<file path="config.mk">
export PLATFORM = sky130hd
export DESIGN_NAME = ipv6_text_address_parser_unit
export DESIGN_NICKNAME = d
export VERILOG_FILES = /design/src/rtl/iptp_pkg.sv /design/src/rtl/ipv6_text_address_parser_unit.sv /design/src/rtl/iptp_front.sv /design/src/rtl/iptp_queue.sv /design/src/rtl/iptp_back.sv
export SDC_FILE = /design/constraint.sdc
export NUM_CORES = 1
export LEC_CHECK = 0
export BUFFER_PORTS_ARGS = -buffer_cell sky130_fd_sc_hd__buf_2
export CAP_MARGIN = 20
export CORE_MARGIN = 3
export CORE_UTILIZATION = 41
export CTS_CLUSTER_SIZE = 14
export DETAILED_ROUTE_END_ITERATION = 10
export GPL_TIMING_DRIVEN = 1
export SLEW_MARGIN = 0
export SYNTH_ARGS = -nofsm -noshare
export SYNTH_HDL_FRONTEND = slang
export SYNTH_SLANG_ARGS = --single-unit
</file>
<file path="constraint.sdc">
create_clock -name clk -period 21.7 [get_ports clk]
set_input_delay 2.17 -clock clk [delete_from_list [all_inputs] [get_ports clk]]
set_output_delay 2.17 -clock clk [all_outputs]
set_load 0.01 [all_outputs]
</file>
<file path="src/rtl/iptp_pkg.sv">
// Shared types and constants for the IPv6 text address parser.
// Holds the classified character item, the result record and the fixed sizes.
// No dependencies.
`timescale 1ns / 1ps

package iptp_pkg;

  // Address geometry.
  localparam int NUM_GROUPS   = 8;
  localparam int GROUP_W      = 16;
  localparam int MAX_DIGITS   = 4;
  localparam int CNT_W        = 4;
  localparam int DIGIT_CNT_W  = 3;
  localparam int CHAR_W       = 8;
  localparam int NIBBLE_W     = 4;
  localparam logic [CHAR_W-1:0] COLON_CHAR = 8'h3A;

  // Character classes as decided by the front part.
  typedef enum logic [1:0] {
    CLS_COLON = 2'd0,
    CLS_HEX   = 2'd1,
    CLS_OTHER = 2'd2
  } char_cls_t;

  typedef logic [GROUP_W-1:0] group_t;

  // One classified character on its way from the front to the back.
  typedef struct packed {
    char_cls_t           cls;
    logic [NIBBLE_W-1:0] nibble;
    logic                last;
  } char_item_t;

  // One finished address.
  typedef struct packed {
    logic                         valid;
    group_t [NUM_GROUPS-1:0]      grp;
  } result_t;

  // Handshake status of the queue toward the back part.
  typedef struct packed {
    logic valid;
    logic full;
  } queue_stat_t;

endpackage

</file>
<file path="src/rtl/ipv6_text_address_parser_unit.sv">
// Top level of the IPv6 text address parser.
// Connects the classifying front part, the character queue and the parse back part.
// Depends on iptp_pkg, iptp_front, iptp_queue and iptp_back.
//
// Usage: the address text enters one character per transfer on the input
// channel (push/full), with in_last marking the final character. Each final
// character yields one result on the output channel (empty/pop): a valid bit
// and the eight expanded 16-bit groups, all zero when the text is malformed.
// Throughput is one character per cycle while no final character waits; the
// back part consumes one queued character each cycle under that condition.
// A result appears (empty low) once the final character has left the queue
// and loaded the result register; characters ahead of it delay it. The
// result register holds one address: while it waits untaken, characters of
// the next address keep flowing, and only the next final character waits in
// the queue; once the queue fills, full rises. Synchronous reset clears the
// queue, the parse state and the result full flag; no clearing pass is needed.
`timescale 1ns / 1ps

module ipv6_text_address_parser_unit #(
  parameter int QUEUE_DEPTH = 2
) (
  input  logic        clk,
  input  logic        rst_n,
  input  logic        push,
  output logic        full,
  input  logic [7:0]  in_character,
  input  logic        in_last,
  output logic        empty,
  input  logic        pop,
  output logic        out_valid_res,
  output logic [15:0] out_group_0,
  output logic [15:0] out_group_1,
  output logic [15:0] out_group_2,
  output logic [15:0] out_group_3,
  output logic [15:0] out_group_4,
  output logic [15:0] out_group_5,
  output logic [15:0] out_group_6,
  output logic [15:0] out_group_7
);

  iptp_pkg::char_item_t  front_item;
  iptp_pkg::char_item_t  q_item;
  iptp_pkg::queue_stat_t q_stat;
  logic                  q_take;
  iptp_pkg::result_t     res;

  iptp_front u_front (
    .in_character (in_character),
    .in_last      (in_last),
    .item         (front_item)
  );

  iptp_queue #(
    .DEPTH (QUEUE_DEPTH)
  ) u_queue (
    .clk     (clk),
    .rst_n   (rst_n),
    .wr_en   (push),
    .wr_item (front_item),
    .rd_en   (q_take),
    .rd_item (q_item),
    .stat    (q_stat)
  );

  iptp_back u_back (
    .clk     (clk),
    .rst_n   (rst_n),
    .q_valid (q_stat.valid),
    .q_item  (q_item),
    .q_take  (q_take),
    .pop     (pop),
    .empty   (empty),
    .res     (res)
  );

  // Result fields; group 0 is the most significant.
  assign full          = q_stat.full;
  assign out_valid_res = res.valid;
  assign out_group_0   = res.grp[7];
  assign out_group_1   = res.grp[6];
  assign out_group_2   = res.grp[5];
  assign out_group_3   = res.grp[4];
  assign out_group_4   = res.grp[3];
  assign out_group_5   = res.grp[2];
  assign out_group_6   = res.grp[1];
  assign out_group_7   = res.grp[0];

endmodule

</file>
<file path="src/rtl/iptp_front.sv">
// Front part of the IPv6 text address parser: classifies each incoming
// character as colon, hex digit or other and extracts the digit value.
// Depends on iptp_pkg.
`timescale 1ns / 1ps

module iptp_front (
  input  logic [iptp_pkg::CHAR_W-1:0] in_character,
  input  logic                        in_last,
  output iptp_pkg::char_item_t        item
);

  // Decode one ASCII character.
  always_comb begin
    item.last   = in_last;
    item.nibble = '0;
    item.cls    = iptp_pkg::CLS_OTHER;
    if (in_character == iptp_pkg::COLON_CHAR) begin
      item.cls = iptp_pkg::CLS_COLON;
    end else if (in_character inside {[8'h30:8'h39]}) begin
      item.cls    = iptp_pkg::CLS_HEX;
      item.nibble = in_character[3:0];
    end else if (in_character inside {[8'h61:8'h66], [8'h41:8'h46]}) begin
      // Letters a-f and A-F share their low three bits: 1..6 maps to 10..15.
      item.cls    = iptp_pkg::CLS_HEX;
      item.nibble = 4'(in_character[2:0] + 4'd9);
    end
  end

endmodule

</file>
<file path="src/rtl/iptp_queue.sv">
// Short queue of classified characters between the front and back parts.
// Flip-flop storage with a fill count; depth set by a parameter (two or more).
// Depends on iptp_pkg.
`timescale 1ns / 1ps

module iptp_queue #(
  parameter int DEPTH = 2
) (
  input  logic                  clk,
  input  logic                  rst_n,
  input  logic                  wr_en,
  input  iptp_pkg::char_item_t  wr_item,
  input  logic                  rd_en,
  output iptp_pkg::char_item_t  rd_item,
  output iptp_pkg::queue_stat_t stat
);

  localparam int PTR_W = $clog2(DEPTH);
  localparam int FILL_W = $clog2(DEPTH + 1);
  localparam logic [PTR_W-1:0] LAST_PTR = PTR_W'(DEPTH - 1);
  localparam logic [FILL_W-1:0] FULL_FILL = FILL_W'(DEPTH);

  iptp_pkg::char_item_t slot_r [DEPTH];
  logic [PTR_W-1:0]  wr_ptr_r, wr_ptr_nxt;
  logic [PTR_W-1:0]  rd_ptr_r, rd_ptr_nxt;
  logic [FILL_W-1:0] fill_r, fill_nxt;
  logic              do_wr, do_rd;

  assign stat.valid = (fill_r != '0);
  assign stat.full  = (fill_r == FULL_FILL);
  assign do_wr      = wr_en && !stat.full;
  assign do_rd      = rd_en && stat.valid;
  assign rd_item    = slot_r[rd_ptr_r];

  // Pointer and fill count updates.
  always_comb begin
    wr_ptr_nxt = wr_ptr_r;
    rd_ptr_nxt = rd_ptr_r;
    fill_nxt   = fill_r;
    if (do_wr) begin
      wr_ptr_nxt = (wr_ptr_r == LAST_PTR) ? '0 : PTR_W'(wr_ptr_r + 1'b1);
    end
    if (do_rd) begin
      rd_ptr_nxt = (rd_ptr_r == LAST_PTR) ? '0 : PTR_W'(rd_ptr_r + 1'b1);
    end
    if (do_wr && !do_rd) begin
      fill_nxt = FILL_W'(fill_r + 1'b1);
    end else if (do_rd && !do_wr) begin
      fill_nxt = FILL_W'(fill_r - 1'b1);
    end
  end

  always_ff @(posedge clk) begin
    if (!rst_n) begin
      wr_ptr_r <= '0;
      rd_ptr_r <= '0;
      fill_r   <= '0;
    end else begin
      wr_ptr_r <= wr_ptr_nxt;
      rd_ptr_r <= rd_ptr_nxt;
      fill_r   <= fill_nxt;
    end
  end

  // Slot storage needs no reset.
  always_ff @(posedge clk) begin
    if (do_wr) begin
      slot_r[wr_ptr_r] <= wr_item;
    end
  end

  // The fill count never passes the depth.
  a_fill_bound: assert property (@(posedge clk) disable iff (!rst_n)
    fill_r <= FULL_FILL)
    else $error("queue fill count beyond depth");

  // A transfer in without a transfer out grows the fill by one.
  a_fill_grow: assert property (@(posedge clk) disable iff (!rst_n)
    (do_wr && !do_rd) |=> (fill_r == FILL_W'($past(fill_r) + 1'b1)))
    else $error("queue fill count did not grow on write");

  // Read and write pointers meet only when the queue is empty or full.
  a_ptr_match: assert property (@(posedge clk) disable iff (!rst_n)
    (wr_ptr_r == rd_ptr_r) |-> (fill_r == '0 || fill_r == FULL_FILL))
    else $error("queue pointers disagree with fill count");

endmodule

</file>
<file path="src/rtl/iptp_back.sv">
// Back part of the IPv6 text address parser: runs the per-character parse
// state, collects groups before and after the "::" gap, and holds the result.
// Depends on iptp_pkg.
`timescale 1ns / 1ps

module iptp_back (
  input  logic                 clk,
  input  logic                 rst_n,
  input  logic                 q_valid,
  input  iptp_pkg::char_item_t q_item,
  output logic                 q_take,
  input  logic                 pop,
  output logic                 empty,
  output iptp_pkg::result_t    res
);

  localparam int NG = iptp_pkg::NUM_GROUPS;
  localparam int CW = iptp_pkg::CNT_W;
  localparam int DW = iptp_pkg::DIGIT_CNT_W;
  localparam logic [CW-1:0] FULL_CNT = CW'(NG);
  localparam logic [DW-1:0] MAX_DIG  = DW'(iptp_pkg::MAX_DIGITS);

  // Parse state.
  logic [CW-1:0]          cnt_r, cnt_nxt;
  logic                   gap_r, gap_nxt;
  logic [CW-1:0]          gidx_r, gidx_nxt;
  iptp_pkg::group_t       acc_r, acc_nxt;
  logic [DW-1:0]          dcnt_r, dcnt_nxt;
  logic                   pcol_r, pcol_nxt;
  logic [1:0]             pos_r, pos_nxt;
  logic                   err_r, err_nxt;

  // Groups before the gap sit at their own index; groups after the gap
  // shift in from the least significant end.
  iptp_pkg::group_t       head_r [NG];
  iptp_pkg::group_t       head_nxt [NG];
  iptp_pkg::group_t       tail_r [NG];
  iptp_pkg::group_t       tail_nxt [NG];

  // Result register.
  logic                   full_r;
  iptp_pkg::result_t      res_r, res_nxt;
  logic                   load_res;

  // Close-group request produced by the parse step.
  logic                   close_en;
  logic                   close_tail;
  logic [CW-1:0]          close_idx;
  iptp_pkg::group_t       close_val;

  // A final character waits while an untaken result sits in the register.
  assign q_take   = q_valid && (!q_item.last || !full_r || pop);
  assign load_res = q_take && q_item.last;
  assign empty    = !full_r;
  assign res      = res_r;

  // Parse step for one character.
  always_comb begin
    cnt_nxt    = cnt_r;
    gap_nxt    = gap_r;
    gidx_nxt   = gidx_r;
    acc_nxt    = acc_r;
    dcnt_nxt   = dcnt_r;
    pcol_nxt   = pcol_r;
    pos_nxt    = pos_r;
    err_nxt    = err_r;
    close_en   = 1'b0;
    close_tail = gap_r;
    close_idx  = cnt_r;
    close_val  = acc_r;

    if (!err_r) begin
      case (q_item.cls)
        iptp_pkg::CLS_COLON: begin
          if (pos_r == 2'd0) begin
            pcol_nxt = 1'b1;
          end else if (pcol_r) begin
            if (gap_r) begin
              err_nxt = 1'b1;
            end else begin
              gap_nxt  = 1'b1;
              gidx_nxt = cnt_r;
            end
          end else begin
            if (q_item.last) begin
              err_nxt = 1'b1;
            end else if (cnt_r >= FULL_CNT) begin
              err_nxt  = 1'b1;
              acc_nxt  = '0;
              dcnt_nxt = '0;
            end else begin
              close_en = 1'b1;
              cnt_nxt  = CW'(cnt_r + 1'b1);
              acc_nxt  = '0;
              dcnt_nxt = '0;
            end
            pcol_nxt = 1'b1;
          end
        end
        iptp_pkg::CLS_HEX: begin
          if ((pos_r == 2'd1 && pcol_r) || dcnt_r >= MAX_DIG) begin
            err_nxt = 1'b1;
          end else begin
            acc_nxt  = {acc_r[iptp_pkg::GROUP_W-iptp_pkg::NIBBLE_W-1:0], q_item.nibble};
            dcnt_nxt = DW'(dcnt_r + 1'b1);
            pcol_nxt = 1'b0;
          end
        end
        default: begin
          err_nxt = 1'b1;
        end
      endcase
    end

    if (!q_item.last) begin
      if (pos_r < 2'd2) begin
        pos_nxt = 2'(pos_r + 1'b1);
      end
    end else if (!err_nxt) begin
      // End of string: close the open group and check the group count.
      if (pos_r == 2'd0) begin
        err_nxt = 1'b1;
      end else begin
        if (!pcol_nxt) begin
          close_tail = gap_nxt;
          close_idx  = cnt_nxt;
          close_val  = acc_nxt;
          if (cnt_nxt >= FULL_CNT) begin
            err_nxt = 1'b1;
          end else begin
            close_en = 1'b1;
            cnt_nxt  = CW'(cnt_nxt + 1'b1);
          end
        end
        if (!err_nxt) begin
          if (cnt_nxt < FULL_CNT && !gap_nxt) begin
            err_nxt = 1'b1;
          end else if (cnt_nxt >= FULL_CNT && gap_nxt) begin
            err_nxt = 1'b1;
          end
        end
      end
    end
  end

  // Group storage updates from the close request.
  always_comb begin
    for (int i = 0; i < NG; i++) begin
      head_nxt[i] = head_r[i];
      if (close_en && !close_tail && close_idx == CW'(i)) begin
        head_nxt[i] = close_val;
      end
    end
    for (int i = 0; i < NG; i++) begin
      tail_nxt[i] = tail_r[i];
    end
    if (close_en && close_tail) begin
      for (int i = 0; i < NG - 1; i++) begin
        tail_nxt[i] = tail_r[i+1];
      end
      tail_nxt[NG-1] = close_val;
    end
  end

  // Expand the address: head groups, then zeros, then tail groups.
  always_comb begin
    logic [CW-1:0] g;
    logic [CW-1:0] t;
    g = gap_nxt ? gidx_nxt : cnt_nxt;
    t = gap_nxt ? CW'(cnt_nxt - gidx_nxt) : '0;
    res_nxt.valid = !err_nxt;
    for (int i = 0; i < NG; i++) begin
      res_nxt.grp[NG-1-i] = '0;
      if (!err_nxt) begin
        if (CW'(i) < g) begin
          res_nxt.grp[NG-1-i] = head_nxt[i];
        end else if (({1'b0, CW'(i)} + {1'b0, t}) >= (CW+1)'(NG)) begin
          res_nxt.grp[NG-1-i] = tail_nxt[i];
        end
      end
    end
  end

  // Control registers; the parse state returns to reset after a final character.
  always_ff @(posedge clk) begin
    if (!rst_n) begin
      cnt_r  <= '0;
      gap_r  <= 1'b0;
      gidx_r <= '0;
      acc_r  <= '0;
      dcnt_r <= '0;
      pcol_r <= 1'b0;
      pos_r  <= '0;
      err_r  <= 1'b0;
      full_r <= 1'b0;
    end else begin
      if (q_take) begin
        if (q_item.last) begin
          cnt_r  <= '0;
          gap_r  <= 1'b0;
          gidx_r <= '0;
          acc_r  <= '0;
          dcnt_r <= '0;
          pcol_r <= 1'b0;
          pos_r  <= '0;
          err_r  <= 1'b0;
        end else begin
          cnt_r  <= cnt_nxt;
          gap_r  <= gap_nxt;
          gidx_r <= gidx_nxt;
          acc_r  <= acc_nxt;
          dcnt_r <= dcnt_nxt;
          pcol_r <= pcol_nxt;
          pos_r  <= pos_nxt;
          err_r  <= err_nxt;
        end
      end
      if (load_res) begin
        full_r <= 1'b1;
      end else if (pop) begin
        full_r <= 1'b0;
      end
    end
  end

  // Group storage and result payload need no reset.
  always_ff @(posedge clk) begin
    if (q_take) begin
      head_r <= head_nxt;
      tail_r <= tail_nxt;
    end
    if (load_res) begin
      res_r <= res_nxt;
    end
  end

  // The group count never passes eight.
  a_cnt_bound: assert property (@(posedge clk) disable iff (!rst_n)
    cnt_r <= FULL_CNT)
    else $error("group count beyond eight");

  // The gap never sits past the groups stored so far.
  a_gap_idx: assert property (@(posedge clk) disable iff (!rst_n)
    gap_r |-> (gidx_r <= cnt_r))
    else $error("gap index beyond group count");

  // A final character leaves the parse state clear.
  a_end_clear: assert property (@(posedge clk) disable iff (!rst_n)
    (q_take && q_item.last) |=> (!err_r && cnt_r == '0 && !gap_r && pos_r == 2'd0))
    else $error("parse state not cleared after final character");

  // An invalid result carries all-zero groups.
  a_invalid_zero: assert property (@(posedge clk) disable iff (!rst_n)
    (full_r && !res_r.valid) |-> (res_r.grp == '0))
    else $error("invalid result with nonzero groups");

  // A waiting result is never overwritten before its transfer.
  a_no_overrun: assert property (@(posedge clk) disable iff (!rst_n)
    (full_r && !pop) |=> (full_r && $stable(res_r)))
    else $error("waiting result overwritten");

endmodule
</file>
==> results of run 1 <==
## layout make-up
class                           count  area (sq um)  share of cell area (%)
Clock buffer                       64          1260                    5.36
Clock inverter                     23           277                    1.17
Inverter                          173           659                    2.80
Multi-Input combinational cell    957          6730                    28.6
Sequential cell                   437         12700                    54.1
Tap cell                          664           831                    3.53
Timing Repair Buffer              173          1040                    4.42
## kinds of logic after synthesis
| logic type | after synthesis |
|---|---|
| adder cells (fa/ha/maj) | 20 |
| AO/OA/AOI/OAI | 409 |
| multiplexers | 145 |
| buffers and inverters | 268 |
| XOR/XNOR | 11 |
| flip-flops | 437 |
| AND/OR/NAND/NOR | 372 |
## state kept, by name (all words and copies together) (netlist names), named ones only
register          cells
u_queue.fill_r        2
u_back.dcnt_r         3
u_back.pcol_r         1
u_back.head_r       128
u_queue.slot_r       14
u_back.pos_r          2
u_back.cnt_r          4
u_back.res          129
u_back.err_r          1
u_queue.rd_ptr_r      1
u_queue.wr_ptr_r      1
u_back.gidx_r         4
u_back.gap_r          1
u_back.tail_r       128
u_back.full_r         1
u_back.acc_r         16
## power by group through the flow
stage	sequential, W	combinational, W	clock (W)
3_5_place_dp	0.00126	0.000520	0
2_1_floorplan	0.00134	0.000315	0
3_3_place_gp	0.00126	0.000514	0
5_1_grt	0.00125	0.000568	0.000856
4_1_cts	0.00124	0.000522	0.000822
6_report	0.00124	0.000514	0.000804
## synthesized netlist by cell type, types with 3 or more instances
library cell / number
edfxtp_1: 399
inv_1: 172
nor2_1: 116
nand2_1: 101
mux2i_1: 93
a21oi_1: 72
o21a_1: 55
mux2_2: 51
o22ai_1: 49
clkbuf_1: 47
o21ai_0: 46
nand3_1: 44
dfxtp_1: 38
a21o_1: 35
buf_2: 32
o2bb2ai_1: 31
nand4_1: 21
o22ai_2: 21
nor2b_1: 20
a22oi_1: 19
ha_1: 19
o211ai_1: 18
a211o_1: 17
and2_1: 14
nor3_1: 12
o21ai_1: 11
and3_1: 7
buf_1: 7
xnor2_1: 7
buf_4: 5
or3_1: 5
buf_6: 4
nand2b_1: 4
xor2_1: 4
a211oi_1: 3
a211oi_2: 3
a21boi_0: 3
nand3b_1: 3
or2_1: 3
## placed cells by master (no fill, tap or decap), types with 24 or more instances in the layout
cell       count
a21o_1        35
a21oi_1       72
buf_2        143
buf_4         24
clkbuf_16     48
dfxtp_1       38
edfxtp_1     399
inv_1        171
mux2_2        51
mux2i_1       78
nand2_1      100
nand3_1       44
nor2_1       115
o21a_1        55
o21ai_0       46
o22ai_1       49
o2bb2ai_1     31
## worst max-delay path, stage by stage (launching register included)
cell	delay, ns
dfxtp_1	0.80
nor4b_4	0.40
nor2_1	0.26
nor3_1	0.55
xnor2_1	0.22
inv_1	0.07
ha_1	0.28
nand3b_1	0.17
o31ai_2	0.15
inv_1	0.09
ha_1	0.28
and3b_1	0.21
o21ai_0	0.11
mux2_2	0.29
nand2_1	0.09
nand4_1	0.30
a21o_1	0.31
o211ai_2	0.80
o22ai_1	0.17
## through the flow
stage                     setup slack, ns  total power, W
after detailed placement            15.80         0.00178
after CTS                           15.86         0.00259
after floorplan                     12.42         0.00165
after global routing                15.50         0.00268
final                               15.87         0.00256
after global placement              16.01         0.00177
## final timing paths
| kind | to | slack, ns | depth (start not counted) |
|---|---|---|---|
| setup / recovery | u_back.res[0] | 15.87 | 18 |
| hold / removal | u_back.dcnt_r[1] | 0.52 | 2 |
| setup reg to reg | u_back.res[0] | 15.87 | 18 |
| hold reg to reg | u_back.dcnt_r[1] | 0.52 | 2 |
## metal layers
metal  vias to the layer above  track usage, %  part of all wire [%]
li1                       6405               -                     -
met2                       458            31.3                    45
met3                        86            3.58                   6.7
met1                      6804            29.3                    46
met5                         -               0                     0
met4                         0            6.27                   2.7
==> results.md, run 1 <==
- Sequential power share: 48.5%
- DRC Markers: 0
- Worst slew margin: 22.8%
- Worst slew pin tran: 1.14 ns
- Vias: 13,753
- Worst-Skew Late Latency: 0.59 ns
- Fin Setup TNS: 0 ns
- Post-Synth Adder-Cell Area: 1.26%
- Internal Pwr Total: 0.00178 W
- Initial core utilization: 41.6%
- Number of max-cap violations: 0
- PwrDens: 109 nW/um^2
- Async set or reset register ratio after synthesis: 0%
- Final Util: 47.9%
- Area contributors post-synth: edfxtp_1, mux2i_1, dfxtp_1, inv_1, mux2_2
- Post-synth top flop: edfxtp_1
- Sw frac: 30.6%
- Leakage power: 8.48 nW
- #FFs+latches synth: 437
- CP max FO: 16
- Largest area contributor in the netlist: edfxtp_1
- NetSw: 0.000784 W
- Largest net degree at the start of global routing: 130
- Placed Cells: 2,400
- Root Buffer: clkbuf_16
- Detailed Place HPWL: 34.9 mm
- Max Slew Vio Count: 0
- Largest family of logic cells by synthesized area: compound AO/OA/AOI/OAI gates
- Layout Skew: 0.0240 ns
- Hold_sp: u_back.dcnt_r[1]
- VDD IR max: 0.0742 mV
- Layout fillers: 4,400
- Drt initial violations: 1,260
- Post-DRT Antenna Nets: 0
- Die height: 229 um
- Final Critical Period: 5.83 ns
- Compound-Gate Fraction of Synth Area: 14.3%
- Grt ovf: 0
- Outcome: complete, no violations
- Non-Filler Instances: 2,491
- Post-synthesis simple-gate area fraction: 8.86%
- Gate Count Post-Synth: 1,662
- Synth warnings: 0
- Port Buffers: 143
- Clock tree buffer depth: 3
- Clock power frac: 31.4%
- RSZ-0062 raised after global routing: no
- Final wirelength: 54.5 mm
- CORE AREA: 49,200 sq um
- Share of synthesized area spent on multiplexers: 7.46%
- Cell area after layout: 23,500 sq um
- Setup CP Type: register to register
- Endpoints failing hold: 0
- WP data arrival: 6.11 ns
- DP Area: 21,900 sq um
- Layout cells sized above 1: 19.5%
- Post-synth EDFFs: 399
- Cts repair resizes: 0
- Post-CTS setup buffers: 0
- First-pass GRT wire length: 82.1 mm
- Synth Area per Inst: 12.3 sq um
- Wirelength per Cell: 21.9 um
- H-tree depth: 2
- TritonCTS Buffers: 47
- Cell Rows: 81
- Synth unique cells: 79
- Combinational share of power: 20.1%
- Synthesized area: 20,500 sq um
- # IOs: 144
- N_diodes: 0
- CTS Sinks: 437
- Sequential area share after synthesis: 62.2%
- Fmax: 172 MHz
- Final nets: 1,822
- GRT Resource Usage Total: 20.3%
- Hold_ws: 0.517 ns
- Vias in the first global route: 13,166
- Fin crit share: 26.9%
- Placer Congestion: 0.861
- Die area: 52,600 sq um
- CP Launch Type: register
- Xor and xnor area share after synthesis: 0.471%
- Req. time, crit path: 21.98 ns
- DR pass1 iterations: 6
- CTS tree: yes
- Initial antenna violation count: 1
- Reg clk slew, reported paths: 0.06 ns
- DR vias/cell: 5.52
- Die Wd: 229 um
- HP Class: register to register
- Hold_buf cts: 0
- Post-Syn Nets: 1,695
- Area share of the largest cell type after synthesis: 58.5%
- Syn-to-layout area delta: 15.0%
- Final setup fails: 0
- Endpoint class of the critical path: register
Note: power is estimated with default switching activity, not from simulation.
==> run 2, diff against run 1 <==
- clock period: 21.7 -> 5.12 ns (I/O delays scaled with it)
==> run 2 against run 1 <==
  * Non-clock buffer count is 23 higher
  * Cell area is 0.37% higher
  * Combinational power grew to 4.4 times the previous value
  * Die area stayed put
  * Sequential cell count stayed put
==> results.md, run 2 (synthesis results as in run 1) <==
- Outcome: complete, no violations
- Die Wd: 229 um
- Port Buffers: 143
- Req. time, crit path: 5.39 ns
- Setup CP Type: register to register
- Most frequent cells in the layout: edfxtp_1, inv_1, buf_2, nor2_1, nand2_1
- Fmax: 209 MHz
- Critical Path Slowest Stage Cell: or4_4
- Endpoint class of the critical path: register
- Wirelength per Cell: 21.7 um
- N_diodes: 0
- Layout cells sized above 1: 20.8%
- Layout Skew: 0.0277 ns
- WP data arrival: 5.05 ns
- Worst slew margin: 23.4%
- First-pass GRT wire length: 82.4 mm
- Number of max-cap violations: 0
- Syn-to-layout area delta: 15.4%
- Post-DRT Antenna Nets: 0
- CP max FO: 16
- Fin Setup TNS: 0 ns
- Clock tree buffer depth: 3
- Grt ovf: 0
- Final Critical Period: 4.77 ns
- Largest net degree at the start of global routing: 131
- Worst slew pin tran: 1.13 ns
- VDD IR max: 0.425 mV
- Hold_buf cts: 0
- Final setup fails: 0
- Hold_ws: 0.136 ns
- Worst path cell trace: buf_4 -> nor4_4 -> nor2_1 -> nor3_1 -> xnor2_1 -> inv_1 -> ha_1 -> nand3b_1 -> o31ai_2 -> inv_1 -> ha_1 -> and3b_1 -> o21ai_0 -> mux2_2 -> and2_1 -> a21oi_1 -> or4_4 -> nand4_4 -> o22ai_1
- Final Util: 48.1%
- CORE AREA: 49,200 sq um
- Die area: 52,600 sq um
- Drt initial violations: 1,310
- Vias in the first global route: 13,276
- Commonest non-fill, non-tap cell in the layout: edfxtp_1
- Final nets: 1,845
- HP Class: primary input to register
- GRT Resource Usage Total: 20.3%
- Worst path max stage delay: 0.57 ns
- H-tree depth: 2
- DR pass1 iterations: 5
- DR vias/cell: 5.48
- Worst-Skew Late Latency: 0.59 ns
- Largest register FFs: 129
- Initial antenna violation count: 0
- Reg clk slew, reported paths: 0.06 ns
- Die height: 229 um
- CP Launch Type: register
- Fin crit share: 93.3%
- Root Buffer: clkbuf_16
- CTS Sinks: 437
- CTS tree: yes
- Placer Congestion: 0.872
- Initial core utilization: 41.6%
- RSZ-0062 raised after global routing: no
- Leakage power: 8.61 nW
- DRC Markers: 0
- Endpoints failing hold: 0
- TritonCTS Buffers: 47
- Detailed Place HPWL: 35.1 mm
- Cell Rows: 81
- Final wirelength: 54.6 mm
- Vias: 13,772
- # IOs: 144
- PwrDens: 457 nW/um^2
- Max Slew Vio Count: 0
run 2: metal layers:
| layer | wire [um] | track usage (%) | part of all wire [%] |
|---|---|---|---|
| met5 | 0 | 0 | 0 |
| met4 | 1340 | 6.00 | 2.5 |
| met3 | 3130 | 3.38 | 5.7 |
| met2 | 25500 | 32.5 | 47 |
| met1 | 24700 | 28.5 | 45 |
run 2: final cells by class:
| type | instances | area, sq um |
|---|---|---|
| Timing Repair Buffer | 196 | 1170 |
| Inverter | 173 | 656 |
| Clock inverter | 20 | 183 |
| Tap cell | 664 | 831 |
| Fill cell | 4413 | 25500 |
| Sequential cell | 437 | 12700 |
| Multi-Input combinational cell | 957 | 6770 |
| Clock buffer | 65 | 1270 |
run 2: path summary, 6_finish.rpt:
kind	start	endpoint	slack [ns]	cells past startpoint
min	in_last	u_queue.slot_r[1][0]	0.14	1
min reg2reg	u_back.dcnt_r[1]	u_back.dcnt_r[1]	0.51	2
max	register	u_back.res[111]	0.35	19
max reg2reg	register	u_back.res[111]	0.35	19
run 2: timing repair:
action,CTS,global route
endpoints found under the setup margin,0,48
gates resized for setup,0,2
hold endpoints to repair,0,0
buffers inserted,0,1
run 2: power by group:
part / leakage [nW] / switching (W) / total, W / internal [W]
Clock: 0.708 / 0.00140 / 0.00329 / 0.00189
Sequential: 3.54 / 0.000261 / 0.00525 / 0.00499
Combinational: 4.36 / 0.00167 / 0.00225 / 0.000584
Total: 8.61 / 0.00333 / 0.0108 / 0.00746
run 2: metrics by stage:
stage,total power (W),setup slack [ns],cells,instance area (sq um)
floorplan,0.00694,-0.538,1662,20600
global placement,0.00756,0.421,2424,22100
detailed placement,0.00759,0.289,2425,22100
CTS,0.0109,0.256,2510,23600
global route,0.0112,0.0478,2512,23600
finish,0.0108,0.345,2512,23600
run 2: worst max-delay path, delay by kind of cell, from the launching register on:
family          cells  cell delay (ns)
compound gates      4             0.59
xor+xnor            1             0.21
fa+ha+maj           2             0.58
buf+inv             3             0.40
flops               1             0.36
mux                 1             0.18
simple gates        8             2.14
==> run 3, diff against run 2 <==
- BUFFER_PORTS_ARGS: -buffer_cell sky130_fd_sc_hd__buf_2 -> -buffer_cell sky130_fd_sc_hd__buf_4
- CTS_BUF_LIST: not set -> sky130_fd_sc_hd__clkbuf_2 sky130_fd_sc_hd__clkbuf_4 sky130_fd_sc_hd__clkbuf_8
==> run 3 against run 2 <==
  * Largest power group unchanged
  * Global-route usage is 0.73 points higher
  * Power is 0.36% higher
  * Count of clock-buffer cells in the layout is 43 higher
==> results.md, run 3 (synthesis results as in run 1) <==
- Leakage power: 8.82 nW
- Largest register FFs: 129
- Vias: 13,910
- Final wirelength: 55.8 mm
- DRC Markers: 0
- CTS Sinks: 437
- Root Buffer: clkbuf_8
- Initial core utilization: 41.6%
- DR vias/cell: 5.42
- VDD IR max: 0.303 mV
- Hold_ws: 0.0735 ns
- Clock tree buffer depth: 3
- Initial antenna violation count: 0
- Largest net degree at the start of global routing: 79
- Combinational share of power: 22.0%
- Worst slew margin: 26.7%
- Max Slew Vio Count: 0
- CORE AREA: 49,200 sq um
- Top sig layer: met4
- Clock power frac: 29.5%
- CP max FO: 16
- # IOs: 144
- Syn-to-layout area delta: 17.7%
- First-pass GRT wire length: 84.9 mm
- Fmax: 212 MHz
- Sequential power share: 48.5%
- Post-DRT Antenna Nets: 0
- Most frequent cells in the layout: edfxtp_1, buf_4, inv_1, nor2_1, nand2_1
- Reg clk slew, reported paths: 0.06 ns
- Worst slew pin tran: 1.08 ns
- Hold_buf cts: 0
- Die Wd: 229 um
- Die area: 52,600 sq um
- CTS tree: yes
- Met2 wire length: 25.8 mm
- Die height: 229 um
- Metal1 wirelength: 25.3 mm
- Commonest non-fill, non-tap cell in the layout: edfxtp_1
- Port Buffers: 143
- Worst-Skew Late Latency: 0.65 ns
- Outcome: complete, no violations
- Internal Pwr Total: 0.00747 W
- Wirelength per Cell: 21.7 um
- Cell Rows: 81
- Sw frac: 31.1%
- Fin crit share: 92.1%
- NetSw: 0.00336 W
- Number of max-cap violations: 0
- Endpoints failing hold: 0
- Endpoint class of the critical path: register
- Setup CP Type: register to register
- WP data arrival: 5.16 ns
- HP Class: primary input to register
- Grt ovf: 0
- DR pass1 iterations: 5
- Met3 wire length: 3.44 mm
- Detailed Place HPWL: 35.8 mm
- Layout cells sized above 1: 23.8%
- Layout Skew: 0.0315 ns
- H-tree depth: 3
- RSZ-0062 raised after global routing: no
- TritonCTS Buffers: 78
- Final setup fails: 0
- Drt initial violations: 1,292
- CP Launch Type: register
- Placer Congestion: 0.892
- Final Critical Period: 4.72 ns
- Final nets: 1,881
- Vias in the first global route: 13,723
- GRT Resource Usage Total: 21.0%
- Layout fillers: 4,354
- PwrDens: 449 nW/um^2
- Final Util: 49.0%
- Req. time, crit path: 5.56 ns
run 3: metrics by stage:
step / std cells / power, W / TNS (ns) / setup slack [ns] / instance area, sq um
final: 2567 / 0.0108 / 0 / 0.403 / 24100
after detailed placement: 2431 / 0.00773 / 0 / 0.245 / 22600
after floorplan: 1662 / 0.00694 / -54.98 / -0.538 / 20600
after global routing: 2566 / 0.0114 / 0 / 0.00314 / 24100
after CTS: 2565 / 0.0110 / 0 / 0.243 / 24100
after global placement: 2430 / 0.00768 / 0 / 0.373 / 22500
run 3: area by class of cell:
type,instances,area (sq um),area share (%)
flip-flops and latches,437,12700,52.9
multi-input cells,957,6810,28.2
repair buffers,201,1560,6.46
clock buffers,108,1320,5.47
well taps,664,831,3.45
inverters,173,656,2.72
clock inverters,26,193,0.799
diodes,1,2.50,0.0104
run 3: power groups by stage:
stage	clock, W	sequential [W]	combinational [W]
2_1_floorplan	0	0.00554	0.00140
3_3_place_gp	0	0.00531	0.00236
3_5_place_dp	0	0.00532	0.00242
4_1_cts	0.00328	0.00526	0.00242
5_1_grt	0.00344	0.00531	0.00264
6_report	0.00319	0.00525	0.00238
run 3: per-layer routing:
metal	GRT usage (%)	vias up
met1	30.2	6863
li1	-	6500
met3	3.36	81
met2	32.8	466
met4	6.53	0
met5	0	-
run 3: critical path, stage by stage, from the launching register on:
cell      delay [ns]
dfxtp_1         0.50
mux2_2          0.44
nor2_1          0.20
and4_1          0.30
nor2_1          0.07
inv_1           0.06
ha_1            0.21
nand3b_1        0.16
o31ai_2         0.15
inv_1           0.09
ha_1            0.31
and3b_1         0.20
nor3_1          0.21
mux2i_1         0.12
and2_1          0.23
o211ai_2        0.16
a211o_1         0.68
nand2_1         0.13
o31ai_1         0.31
run 3: repair_timing:
item / in CTS / in global routing
setup buffers: 0 / 0
endpoints found under the setup margin: 0 / 41
resized for setup: 0 / 3
run 3: path summary, 6_finish.rpt:
check                                       from                   end  slack (ns)  depth (start not counted)
worst min-delay path                     in_last  u_queue.slot_r[1][0]        0.07                          1
worst max register to register          register        u_back.res[85]        0.40                         18
worst max-delay path                    register        u_back.res[85]        0.40                         18
worst min register to register  u_back.dcnt_r[1]      u_back.dcnt_r[1]        0.52                          2
